$ cat src/hdl/hrv_pkg.sv
`timescale 1ns / 1ps
// ----------------------------------------------------------------------------
// hrv_pkg
// shared types and constants of the http request validator
// ----------------------------------------------------------------------------
package hrv_pkg;

  // longest request line, counting its LF
  localparam int MAX_LINE = 1024;
  // line byte counter must hold MAX_LINE + 1
  localparam int LINE_W   = $clog2(MAX_LINE + 2);

  localparam int URI_W    = 11;
  localparam logic [URI_W-1:0] SAT11 = '1;

  localparam logic [7:0] CH_TAB   = 8'h09;
  localparam logic [7:0] CH_LF    = 8'h0A;
  localparam logic [7:0] CH_CR    = 8'h0D;
  localparam logic [7:0] CH_SPACE = 8'h20;
  localparam logic [7:0] CH_SLASH = 8'h2F;
  localparam logic [23:0] DOTDOT_TAIL = 24'h2F2E2E;

  typedef enum logic [1:0] {
    V_OK     = 2'd0,
    V_BAD    = 2'd1,
    V_NOTIMP = 2'd2
  } verdict_t;

  typedef enum logic [1:0] {
    PH_LINE = 2'd0,
    PH_HEAD = 2'd1,
    PH_DONE = 2'd2
  } phase_t;

  typedef enum logic [1:0] {
    HL_START = 2'd0,
    HL_CR    = 2'd1,
    HL_TEXT  = 2'd2
  } hline_t;

  // one received transaction
  typedef struct packed {
    logic [7:0] data_byte;
    logic       stream_end;
  } item_t;

  // outcome of one parser step
  typedef struct packed {
    logic             fire;
    verdict_t         verdict;
    logic [URI_W-1:0] uri_length;
  } result_t;

endpackage

$ cat src/hdl/http_request_validator_core.sv
// a byte's verdict goes through the input register, then the result register
// throughput: one byte per cycle unless a stalled result is held, set by the parser state update
// a stalled result stops byte intake once the input register also fills
// reset (rst, synchronous, active high) clears all control state; parser starts
// at the request line with no tokens seen
`timescale 1ns / 1ps
// ----------------------------------------------------------------------------
// http_request_validator_core
// http request line validator: GET method, HTTP/1.0 or HTTP/1.1 version, safe URI path,
// header skip up to the blank line, one verdict per connection
// ----------------------------------------------------------------------------
module http_request_validator_core (
  input  logic                     clk,
  input  logic                     rst,
  // byte channel
  input  logic                     data_valid,
  output logic                     data_stall,
  input  logic [7:0]               data_byte,
  input  logic                     stream_end,
  // verdict channel
  output logic                     result_valid,
  input  logic                     result_stall,
  output logic [1:0]               verdict,
  output logic [hrv_pkg::URI_W-1:0] uri_length
);
  import hrv_pkg::*;

  logic    held_valid;
  item_t   held_item;
  result_t step_result;
  logic    advance;

  // the held byte moves through the parser when the result register can
  // take a verdict this cycle (empty, or being drained)
  assign advance = held_valid && (!result_valid || !result_stall);

  // input register
  hrv_in_stage u_in (
    .clk        (clk),
    .rst        (rst),
    .data_valid (data_valid),
    .data_stall (data_stall),
    .data_byte  (data_byte),
    .stream_end (stream_end),
    .advance    (advance),
    .held_valid (held_valid),
    .held_item  (held_item)
  );

  // parser state and per-byte update
  hrv_parser u_parser (
    .clk    (clk),
    .rst    (rst),
    .step   (advance),
    .item   (held_item),
    .result (step_result)
  );

  // result register
  hrv_out_stage u_out (
    .clk          (clk),
    .rst          (rst),
    .step         (advance),
    .result       (step_result),
    .result_valid (result_valid),
    .result_stall (result_stall),
    .verdict      (verdict),
    .uri_length   (uri_length)
  );

  // intake only blocks with a full input register
  stall_needs_full: assert property (@(posedge clk) disable iff (rst)
    data_stall |-> held_valid)
    else $error("byte intake stalled with empty input register");

  verdict_code_ok: assert property (@(posedge clk) disable iff (rst)
    result_valid |-> verdict == V_OK || verdict == V_BAD || verdict == V_NOTIMP)
    else $error("undefined verdict code");

  // length is only reported for an accepted request
  length_only_ok: assert property (@(posedge clk) disable iff (rst)
    result_valid && verdict != V_OK |-> uri_length == '0)
    else $error("uri length on rejected request");

endmodule

$ cat src/hdl/hrv_in_stage.sv
`timescale 1ns / 1ps
// ----------------------------------------------------------------------------
// hrv_in_stage
// input register holding one received byte until the parser takes it
// ----------------------------------------------------------------------------
module hrv_in_stage (
  input  logic          clk,
  input  logic          rst,
  input  logic          data_valid,
  output logic          data_stall,
  input  logic [7:0]    data_byte,
  input  logic          stream_end,
  input  logic          advance,
  output logic          held_valid,
  output hrv_pkg::item_t held_item
);
  import hrv_pkg::*;

  logic load;

  // full and not moving on this cycle
  assign data_stall = held_valid && !advance;
  assign load       = data_valid && !data_stall;

  always_ff @(posedge clk) begin
    if (rst) begin
      held_valid <= 1'b0;
    end else if (load) begin
      held_valid <= 1'b1;
    end else if (advance) begin
      held_valid <= 1'b0;
    end
  end

  always_ff @(posedge clk) begin
    if (load) begin
      held_item.data_byte  <= data_byte;
      held_item.stream_end <= stream_end;
    end
  end

endmodule

$ cat src/hdl/hrv_parser.sv
`timescale 1ns / 1ps
// ----------------------------------------------------------------------------
// hrv_parser
// request line tokenizer, checks and header skip, one byte per step
// ----------------------------------------------------------------------------
module hrv_parser (
  input  logic             clk,
  input  logic             rst,
  input  logic             step,
  input  hrv_pkg::item_t   item,
  output hrv_pkg::result_t result
);
  import hrv_pkg::*;

  typedef struct packed {
    phase_t             phase;
    logic [2:0]         token_index;
    logic [URI_W-1:0]   token_offset;
    logic               in_gap;
    logic [LINE_W-1:0]  line_bytes;
    logic               method_match;
    logic               version_match;
    logic               uri_leading_slash;
    logic               uri_traversal;
    logic [23:0]        uri_tail;
    logic [URI_W-1:0]   uri_bytes;
    hline_t             header_line_state;
  } pstate_t;

  localparam pstate_t RESET_STATE = '{
    phase: PH_LINE, token_index: 3'd0, token_offset: '0, in_gap: 1'b1,
    line_bytes: '0, method_match: 1'b0, version_match: 1'b0,
    uri_leading_slash: 1'b0, uri_traversal: 1'b0, uri_tail: 24'd0,
    uri_bytes: '0, header_line_state: HL_START
  };

  pstate_t st;
  pstate_t st_next;

  function automatic logic [7:0] get_char(input logic [1:0] idx);
    logic [7:0] c;
    case (idx)
      2'd0:    c = 8'h47;  // G
      2'd1:    c = 8'h45;  // E
      default: c = 8'h54;  // T
    endcase
    return c;
  endfunction

  function automatic logic [7:0] ver_char(input logic [2:0] idx);
    logic [7:0] c;
    case (idx)
      3'd0:    c = 8'h48;  // H
      3'd1:    c = 8'h54;  // T
      3'd2:    c = 8'h54;  // T
      3'd3:    c = 8'h50;  // P
      3'd4:    c = 8'h2F;  // /
      3'd5:    c = 8'h31;  // 1
      default: c = 8'h2E;  // .
    endcase
    return c;
  endfunction

  // close the token in progress
  function automatic pstate_t end_token(input pstate_t s);
    pstate_t r;
    r = s;
    if (!s.in_gap) begin
      if (s.token_index == 3'd1 && s.token_offset != URI_W'(3)) begin
        r.method_match = 1'b0;
      end
      if (s.token_index == 3'd2 && s.uri_bytes >= URI_W'(3) &&
          s.uri_tail == DOTDOT_TAIL) begin
        r.uri_traversal = 1'b1;
      end
      if (s.token_index == 3'd3 && s.token_offset != URI_W'(8)) begin
        r.version_match = 1'b0;
      end
      r.in_gap = 1'b1;
    end
    return r;
  endfunction

  // fold one non-separator byte into the current token
  function automatic pstate_t token_byte(input pstate_t s, input logic [7:0] b);
    pstate_t r;
    r = s;
    if (s.in_gap) begin
      r.in_gap       = 1'b0;
      r.token_offset = '0;
      if (s.token_index < 3'd4) begin
        r.token_index = s.token_index + 3'd1;
      end
      if (r.token_index == 3'd1) begin
        r.method_match = 1'b1;
      end
      if (r.token_index == 3'd2) begin
        r.uri_tail      = 24'd0;
        r.uri_bytes     = '0;
        r.uri_traversal = 1'b0;
      end
      if (r.token_index == 3'd3) begin
        r.version_match = 1'b1;
      end
    end
    if (r.token_index == 3'd1) begin
      if (r.token_offset >= URI_W'(3) || b != get_char(r.token_offset[1:0])) begin
        r.method_match = 1'b0;
      end
    end else if (r.token_index == 3'd2) begin
      if (r.token_offset == '0) begin
        r.uri_leading_slash = (b == CH_SLASH);
      end
      if (b == CH_SLASH && r.uri_tail == DOTDOT_TAIL) begin
        r.uri_traversal = 1'b1;
      end
      r.uri_tail = {r.uri_tail[15:0], b};
      if (r.uri_bytes != SAT11) begin
        r.uri_bytes = r.uri_bytes + URI_W'(1);
      end
    end else if (r.token_index == 3'd3) begin
      if (r.token_offset < URI_W'(7)) begin
        if (b != ver_char(r.token_offset[2:0])) begin
          r.version_match = 1'b0;
        end
      end else if (r.token_offset == URI_W'(7)) begin
        if (b != 8'h30 && b != 8'h31) begin
          r.version_match = 1'b0;
        end
      end else begin
        r.version_match = 1'b0;
      end
    end
    if (r.token_offset != SAT11) begin
      r.token_offset = r.token_offset + URI_W'(1);
    end
    return r;
  endfunction

  // checks of a finished line, token already closed
  function automatic verdict_t line_check(input pstate_t s);
    verdict_t v;
    if (s.token_index != 3'd3 || !s.method_match || !s.version_match) begin
      v = V_NOTIMP;
    end else if (!s.uri_leading_slash || s.uri_traversal) begin
      v = V_BAD;
    end else begin
      v = V_OK;
    end
    return v;
  endfunction

  always_comb begin
    pstate_t          t;
    verdict_t         v;
    logic [7:0]       b;
    logic [LINE_W-1:0] lb;
    b       = item.data_byte;
    st_next = st;
    result  = '{fire: 1'b0, verdict: V_BAD, uri_length: '0};
    t       = st;
    v       = V_BAD;
    lb      = st.line_bytes + LINE_W'(1);
    if (item.stream_end) begin
      // connection closed: report unless a verdict already went out
      if (st.phase == PH_LINE && st.line_bytes != '0) begin
        t = end_token(st);
        v = line_check(t);
        if (v == V_OK) begin
          v = V_BAD;  // headers never came
        end
      end
      st_next        = RESET_STATE;
      result.fire    = (st.phase != PH_DONE);
      result.verdict = v;
    end else begin
      case (st.phase)
        PH_LINE: begin
          st_next.line_bytes = lb;
          if (lb > LINE_W'(MAX_LINE)) begin
            st_next.phase  = PH_DONE;
            result.fire    = 1'b1;
            result.verdict = V_BAD;
          end else if (b == CH_LF) begin
            t            = end_token(st_next);
            v            = line_check(t);
            st_next      = t;
            if (v != V_OK) begin
              st_next.phase  = PH_DONE;
              result.fire    = 1'b1;
              result.verdict = v;
            end else begin
              st_next.phase             = PH_HEAD;
              st_next.header_line_state = HL_START;
            end
          end else if (b == CH_TAB || b == CH_SPACE || b == CH_CR) begin
            st_next = end_token(st_next);
          end else begin
            st_next = token_byte(st_next, b);
          end
        end
        PH_HEAD: begin
          if (b == CH_LF) begin
            if (st.header_line_state != HL_TEXT) begin
              // blank line ends the header block
              st_next.phase     = PH_DONE;
              result.fire       = 1'b1;
              result.verdict    = V_OK;
              result.uri_length = st.uri_bytes;
            end else begin
              st_next.header_line_state = HL_START;
            end
          end else if (b == CH_CR && st.header_line_state == HL_START) begin
            st_next.header_line_state = HL_CR;
          end else begin
            st_next.header_line_state = HL_TEXT;
          end
        end
        default: begin
        end
      endcase
    end
  end

  always_ff @(posedge clk) begin
    if (rst) begin
      st <= RESET_STATE;
    end else if (step) begin
      st <= st_next;
    end
  end

  tok_index_bound: assert property (@(posedge clk) disable iff (rst)
    st.token_index <= 3'd4)
    else $error("token index past saturation");

  end_resets_parser: assert property (@(posedge clk) disable iff (rst)
    step && item.stream_end |=> st.phase == PH_LINE && st.in_gap && st.line_bytes == '0)
    else $error("parser not back at line start after stream end");

  done_no_fire: assert property (@(posedge clk) disable iff (rst)
    step && st.phase == PH_DONE |-> !result.fire)
    else $error("result produced after verdict");

  line_bound: assert property (@(posedge clk) disable iff (rst)
    st.phase == PH_LINE |-> st.line_bytes <= LINE_W'(MAX_LINE))
    else $error("request line counter beyond limit");

endmodule

$ cat src/hdl/hrv_out_stage.sv
`timescale 1ns / 1ps
// ----------------------------------------------------------------------------
// hrv_out_stage
// result register presenting one verdict until the consumer takes it
// ----------------------------------------------------------------------------
module hrv_out_stage (
  input  logic                     clk,
  input  logic                     rst,
  input  logic                     step,
  input  hrv_pkg::result_t         result,
  output logic                     result_valid,
  input  logic                     result_stall,
  output logic [1:0]               verdict,
  output logic [hrv_pkg::URI_W-1:0] uri_length
);
  import hrv_pkg::*;

  logic load;

  assign load = step && result.fire;

  always_ff @(posedge clk) begin
    if (rst) begin
      result_valid <= 1'b0;
    end else if (load) begin
      result_valid <= 1'b1;
    end else if (!result_stall) begin
      result_valid <= 1'b0;
    end
  end

  always_ff @(posedge clk) begin
    if (load) begin
      verdict    <= result.verdict;
      uri_length <= result.uri_length;
    end
  end

endmodule
$ cat config.mk
export PLATFORM = sky130hd
export DESIGN_NAME = http_request_validator_core
export DESIGN_NICKNAME = d
export VERILOG_FILES = /design/src/hdl/hrv_pkg.sv /design/src/hdl/http_request_validator_core.sv /design/src/hdl/hrv_in_stage.sv /design/src/hdl/hrv_parser.sv /design/src/hdl/hrv_out_stage.sv
export SDC_FILE = /design/constraint.sdc
export NUM_CORES = 1
export LEC_CHECK = 0
export BUFFER_PORTS_ARGS = -buffer_cell sky130_fd_sc_hd__buf_2
export CORE_ASPECT_RATIO = 2
export CORE_MARGIN = 1.5
export CORE_UTILIZATION = 55
export DETAILED_ROUTE_END_ITERATION = 10
export PLACE_DENSITY = 0.74
export SLEW_MARGIN = 40
export SYNTH_ARGS = -nofsm -noshare
export SYNTH_HDL_FRONTEND = slang
export SYNTH_SLANG_ARGS = --single-unit
$ cat constraint.sdc
create_clock -name clk -period 3.4 [get_ports clk]
set_input_delay 0.68 -clock clk [delete_from_list [all_inputs] [get_ports clk]]
set_output_delay 0.68 -clock clk [all_outputs]
set_load 0.05 [all_outputs]
==> key figures, run 1 <==
Timing
  – Fin. Hold Viols: 0
  – Tightest Pin Transition: 0.786 ns
  – Post-route setup slack: 0.136 ns
  – Fmax: 306 MHz
  – Tmin final: 3.26 ns
  – Relative slew slack: 0.472
  – Period utilisation layout: 0.960
  – Setup tns final: 0 ns
  – Max-slew violations: 0
  – RSZ-0062 raised after global routing: false
  – Final Skew: 0.00936 ns
  – Final setup viols: 0

Critical path
  – Critical path endpoint category: flip-flop
  – CP Data Required Time: roughly 3.6 ns
  – CP max FO: 9
  – Startpoint types: flip-flop
  – Crit path DAT: 3.51 ns
  – WS Path Type: reg -> reg

Logic synthesis
  – Most frequent cell after synthesis: dfxtp_1
  – Distinct cell type count after synthesis: 70
  – Yosys reg bits: 93
  – Seq/Total Area, Yosys: 0.417
  – Area leader, netlist: dfxtp_1
  – Synth Area per Inst: between 8 and 9 um2
  – Mapped Nets: ~590
  – Yosys Warn Count: 0
  – Post-synth top flop: dfxtp_1
  – Main area contributors after synthesis: dfxtp_1 28%, edfxtp_1 13%, a22o_1 4.7%
  – Synth top area share: 0.285
  – Async S/R FF share, synth: 0
  – Post-synth EDFFs: 22
  – Mapped Cells: about 570
  – Commonest cells post-synth: 71 x dfxtp_1, 54 x nor2_1, 44 x nand2_1
  – Netlist Area Pre-Place: about 5000 um2

Route
  – # DRC: 0
  – WL per Instance: just under 20 um
  – Total wire length: ~14 mm
  – First-pass DRT Iterations: 5
  – Vias per inst: 6.59
  – Detailed Route Iter0 Violations: 422
  – Post-DRT Antenna Nets: 0
  – Detailed-route via count: 4674

Place
  – Placed insts: around 690
  – Routability cong.: 1.05
  – IO buf count: 27
  – Worst slack at placement: between 0.08 and 0.09 ns
  – Hpwl dp: 10.1 mm

CTS
  – Hold-fix buffers, CTS: 0
  – Clock tree buffer depth: 2
  – CTS resizes: 0
  – Worst-Skew Late Latency: 0.36 ns
  – H-tree lvl count: 3
  – Clock Pin Slew Worst Setup and Hold Paths: 0.07 ns
  – Clock sinks: 93
  – CTS Buf Count: 9
  – Root Driver: clkbuf_16
  – CTS tree: done
  – Post-CTS Setup Inserts: 0

Die
  – # rows: 49
  – Core footprint: roughly 8900 um2
  – Die Span Y: 138 um
  – Initial core utilization: 0.562
  – Die area: 9690 um2
  – # IOs: 28
  – Die Wd: 70.4 um

Min path
  – Hold/Removal Path Class: reg -> reg

Power
  – Pwr dens: 415 nW/um2
  – Maximum VDD drop: between 0.2 and 0.3 mV
  – Final total power: between 0.002 and 0.0025 W
  – Leakage: around 2.1 nW

Global routing
  – GRT overflow: 0
  – Vias in the first global route: 4416
  – Largest net degree at the start of global routing: 25
  – First-pass GRT wire length: 21.6 mm
  – Initial antenna violation count: 0
  – All-Layer GR Usage: 0.286

Status
  – Status: complete, no violations

Final layout
  – Fillers: about 730
  – Layout cells sized above 1: 0.145
  – Register area: 2090 um2
  – Area Growth Syn to Fin: 13.3%
  – Inserted Diodes: 0
  – Net count, final: 626
  – Final cell count without fillers: around 710
  – Area of the multi-input gates: roughly 2800 um2

Run
  – # Max-Cap Violations: 0
[cell type report]
cell class              instances  area share
clock inverters                 6     0.00973
clock buffers                  10      0.0442
multi-input cells             426       0.486
repair buffers                 50      0.0544
inverters                      22      0.0146
well taps                     102      0.0226
flip-flops and latches         93       0.369
[final timing paths]
check	slack [ns]	cells past startpoint	start	to
setup / recovery	0.14	13	u_parser.st[64]	u_parser.st[9]
hold / removal	0.47	1	u_parser.st[34]	u_parser.st[34]
setup reg to reg	0.14	13	u_parser.st[64]	u_parser.st[9]
hold reg to reg	0.47	1	u_parser.st[34]	u_parser.st[34]
[cells in the final DEF (no fill, tap or decap), drive strengths merged, types with 11 or more instances in the layout]
cell    count
o211ai     13
nor2b      14
a22o       27
inv        28
nor3       17
nor2       55
nand2      44
nand4      13
o21ai      37
a21oi      29
ha         11
dfxtp      71
buf        50
nand3      16
and2       16
edfxtp     22
[where the power goes]
| part | internal, W | total [W] | switching [W] |
|---|---|---|---|
| logic | 0.0000524 | 0.000158 | 0.000106 |
| clock network | 0.000559 | 0.00103 | 0.000471 |
| registers | 0.00114 | 0.00116 | 0.0000166 |
| total | 0.00175 | 0.00235 | 0.000594 |
[metrics by stage]
| stage | util | hold slack (ns) | area, um2 |
|---|---|---|---|
| 2_1_floorplan | - | 0.440 | 5020 |
| 6_report | 0.637 | 0.470 | 5660 |
| 4_1_cts | 0.635 | 0.476 | 5650 |
| 3_3_place_gp | 0.601 | 0.456 | 5340 |
| 5_1_grt | 0.637 | 0.489 | 5660 |
| 3_5_place_dp | 0.601 | 0.459 | 5340 |
[sequential cells by signal (all words and copies together), names as in the netlist]
signal and count:
u_out.uri_length 11, u_out.verdict 2, u_in.held_valid 1, u_in.held_item 9, u_out.result_valid 1, u_parser.st 69
[per-layer routing]
metal  vias to the layer above  part of all wire  track usage
li1                       2214                 -            -
met1                      2196              0.36        0.290
met2                       189              0.53        0.515
met3                        75             0.044       0.0593
met4                         0             0.061        0.197
met5                         -                 0            0
[critical path, stage by stage (launching register included)]
cell and delay, ns:
dfxtp_4 0.39, inv_1 0.10, ha_4 0.27, or3b_4 0.38, or2_2 0.31, and2_1 0.18, ha_1 0.19, and3_1 0.20
nand4_1 0.12, o21bai_1 0.12, or4_4 0.47, nor2b_1 0.15, o211ai_1 0.18, nand2_1 0.08
[cell families after synthesis]
group           count (synthesis)  share of synthesized area
simple gates                  237                      0.256
xor+xnor                        6                     0.0105
flops                          93                      0.417
buf+inv                        48                     0.0383
compound gates                165                      0.236
fa+ha+maj                      11                     0.0276
mux                             7                     0.0143
Power figures use the tool's default switching activity.
==> inputs of run 2 (changes only) <==
--- a/config.mk
+++ b/config.mk
@@ -6,11 +6,13 @@
 export NUM_CORES = 1
 export LEC_CHECK = 0
 export BUFFER_PORTS_ARGS = -buffer_cell sky130_fd_sc_hd__buf_2
+export CELL_PAD_IN_SITES_DETAIL_PLACEMENT = 0
+export CELL_PAD_IN_SITES_GLOBAL_PLACEMENT = 1
 export CORE_ASPECT_RATIO = 2
 export CORE_MARGIN = 1.5
-export CORE_UTILIZATION = 55
+export CORE_UTILIZATION = 42
 export DETAILED_ROUTE_END_ITERATION = 10
-export PLACE_DENSITY = 0.74
+export PLACE_DENSITY = 0.73
 export SLEW_MARGIN = 40
 export SYNTH_ARGS = -nofsm -noshare
 export SYNTH_HDL_FRONTEND = slang
==> run 2 against run 1 <==
Effect of this change:
- routed wire length up 7.5%
- combinational power up 6%
- critical path depth unchanged
- register-to-register slack better by 0.06 ns
- total power down 0.29%
- core utilization down 14 points
- first-iteration DRC count down 28%
- global-route usage down 3.8 points
- clock power about the same
- sequential power about the same
==> key figures, run 2 (synthesis results as in run 1) <==
Route
  – Post-DRT Antenna Nets: 0 (unchanged)
  – Detailed-route via count: 4635 (was 4674)
  – Detailed Route Iter0 Violations: 303 (was 422)
  – WL per Instance: 19.4 um (was 19.3 um)
  – # DRC: 0 (unchanged)
  – Total wire length: 14.7 mm (was 13.7 mm)
  – First-pass DRT Iterations: 5 (unchanged)
  – Vias per inst: 6.11 (was 6.59)

Die
  – # IOs: 28 (unchanged)
  – Initial core utilization: 0.429 (was 0.562)
  – Core footprint: 11600 um2 (was 8890 um2)
  – Die area: 12600 um2 (was 9690 um2)
  – # rows: 56 (was 49)
  – Die Wd: 80.1 um (was 70.4 um)
  – Die Span Y: 157 um (was 138 um)

Timing
  – Post-route setup slack: 0.192 ns (was 0.136 ns)
  – Final setup viols: 0 (unchanged)
  – Max-slew violations: 0 (unchanged)
  – Setup tns final: 0 ns (unchanged)
  – RSZ-0062 raised after global routing: false (unchanged)
  – Fmax: 312 MHz (was 306 MHz)
  – Tightest Pin Transition: 0.777 ns (was 0.786 ns)
  – Relative slew slack: 0.481 (was 0.472)
  – Period utilisation layout: 0.944 (was 0.960)
  – Final Skew: 0.0138 ns (was 0.00936 ns)
  – Tmin final: 3.21 ns (was 3.26 ns)
  – Fin. Hold Viols: 0 (unchanged)

Final layout
  – Inserted Diodes: 0 (unchanged)
  – Layout cells sized above 1: 0.152 (was 0.145)
  – Flip-flop count of the largest register after layout: 69 (unchanged)
  – Most flops, register: u_parser.st (unchanged)
  – Commonest non-fill, non-tap cells in the layout: 70 x dfxtp_1, 54 x nor2_1, 44 x nand2_1, 34 x o21ai_0 (was 70 x dfxtp_1, 54 x nor2_1, 44 x nand2_1, 34 x o21ai_0, 29 x a21oi_1)
  – Fin area: 5760 um2 (was 5660 um2)
  – Net count, final: 632 (was 626)
  – Leading cell type in the layout, fill and taps excluded: dfxtp_1 (unchanged)
  – Area Growth Syn to Fin: 15.4% (was 13.3%)
  – Largest registers: u_parser.st: 69 flops, u_out.uri_length: 11 flops, u_in.held_item: 9 flops (unchanged)
  – Fillers: 1155 (was 732)

CTS
  – CTS tree: done (unchanged)
  – CTS Buf Count: 9 (unchanged)
  – H-tree lvl count: 3 (unchanged)
  – Clock Pin Slew Worst Setup and Hold Paths: 0.08 ns (was 0.07 ns)
  – Root Driver: clkbuf_16 (unchanged)
  – Worst-Skew Late Latency: 0.36 ns (about the same)
  – Clock sinks: 93 (unchanged)
  – Post-CTS Setup Inserts: 0 (unchanged)
  – Clock tree buffer depth: 2 (unchanged)

Critical path
  – Critical path endpoint category: flip-flop (unchanged)
  – Reg2reg start: u_parser.st[64] (unchanged)
  – Startpoint types: flip-flop (unchanged)
  – R2R depth: 13 (unchanged)
  – Crit path DAT: 3.44 ns (was 3.51 ns)
  – CP Data Required Time: 3.64 ns (about the same)
  – Worst reg2reg path endpoint: u_parser.st[11] (was u_parser.st[9])
  – R2r setup slk: 0.19 ns (was 0.14 ns)
  – WS Path Type: reg -> reg (unchanged)
  – CP max FO: 9 (unchanged)

Global routing
  – GRT overflow: 0 (unchanged)
  – Initial antenna violation count: 0 (unchanged)
  – All-Layer GR Usage: 0.248 (was 0.286)
  – Vias in the first global route: 4682 (was 4416)
  – Largest net degree at the start of global routing: 25 (unchanged)
  – First-pass GRT wire length: 23.6 mm (was 21.6 mm)

Min path
  – Hold Crit Start: u_parser.st[35] (was u_parser.st[34])
  – Hold/Removal Path Class: reg -> reg (unchanged)
  – Cell depth of the worst min-delay path: 1 (unchanged)
  – Hold Path Sink: u_parser.st[35] (was u_parser.st[34])

Power
  – Maximum VDD drop: 0.300 mV (was 0.275 mV)
  – Leakage: 2.07 nW (was 2.06 nW)
  – Final total power: 0.00234 W (was 0.00235 W)
  – Pwr dens: 406 nW/um2 (was 415 nW/um2)

Place
  – Worst slack at placement: 0.0878 ns (was 0.0837 ns)
  – Routability cong.: 0.970 (was 1.05)
  – Placed inst area: 5450 um2 (was 5340 um2)
  – IO buf count: 27 (unchanged)
  – Hpwl dp: 11.2 mm (was 10.1 mm)

Run
  – # Max-Cap Violations: 0 (unchanged)

Status
  – Status: complete, no violations (unchanged)
[run 2: what timing repair did]
| action | CTS | global route |
|---|---|---|
| hold buffers | 0 | 0 |
| endpoints found under the setup margin | 0 | 2 |
| resized for setup | 0 | 2 |
[run 2: layout make-up]
| type | count | area (um2) | area share |
|---|---|---|---|
| clock buffer | 9 | 225 | 0.0391 |
| clock inverter | 7 | 73.8 | 0.0128 |
| inverter | 22 | 82.6 | 0.0143 |
| multi-input combinational | 426 | 2760 | 0.479 |
| sequential | 93 | 2090 | 0.362 |
| tap | 145 | 181 | 0.0315 |
| timing repair buffer | 56 | 353 | 0.0612 |
[run 2: through the flow]
stage / std cells / utilization / hold WS, ns
finish: 758 / 0.495 / 0.482
global route: 758 / 0.495 / 0.493
CTS: 758 / 0.494 / 0.485
detailed placement: 742 / 0.469 / 0.460
global placement: 742 / 0.468 / 0.457
floorplan: 567 / - / 0.440
[run 2: routing by layer]
metal / share of wire / routed length, um / up-vias / global-route usage
li1: - / - / 2216 / -
met1: 0.36 / 5280 / 2237 / 0.242
met2: 0.56 / 8240 / 132 / 0.471
met3: 0.035 / 517 / 50 / 0.0470
met4: 0.045 / 659 / 0 / 0.135
met5: 0 / 0 / - / 0
[run 2: worst max path at each step]
stage | from | to
after CTS | u_parser.st[64] | u_parser.st[11]
after detailed placement | u_parser.st[64] | u_parser.st[11]
after global routing | u_parser.st[64] | u_parser.st[11]
after global placement | u_parser.st[64] | u_parser.st[9]
after floorplan | u_parser.st[64] | u_parser.st[9]
final | u_parser.st[64] | u_parser.st[11]
[run 2: critical path: stages (launching register included)]
cell and delay [ns]:
dfxtp_4 0.39, inv_1 0.09, ha_4 0.27, or3b_1 0.39
or2_4 0.28, and2_1 0.16, ha_1 0.20, and3_1 0.20
nand4_1 0.11, o21bai_1 0.11, or4_4 0.53, nor3_2 0.15
o31ai_1 0.08, o2bb2ai_1 0.13
[run 2: power by group]
group	internal (W)	switching (W)	total, W
combinational	0.0000576	0.000109	0.000167
sequential	0.00114	0.0000188	0.00116
clock	0.000524	0.000489	0.00101
total	0.00172	0.000617	0.00234
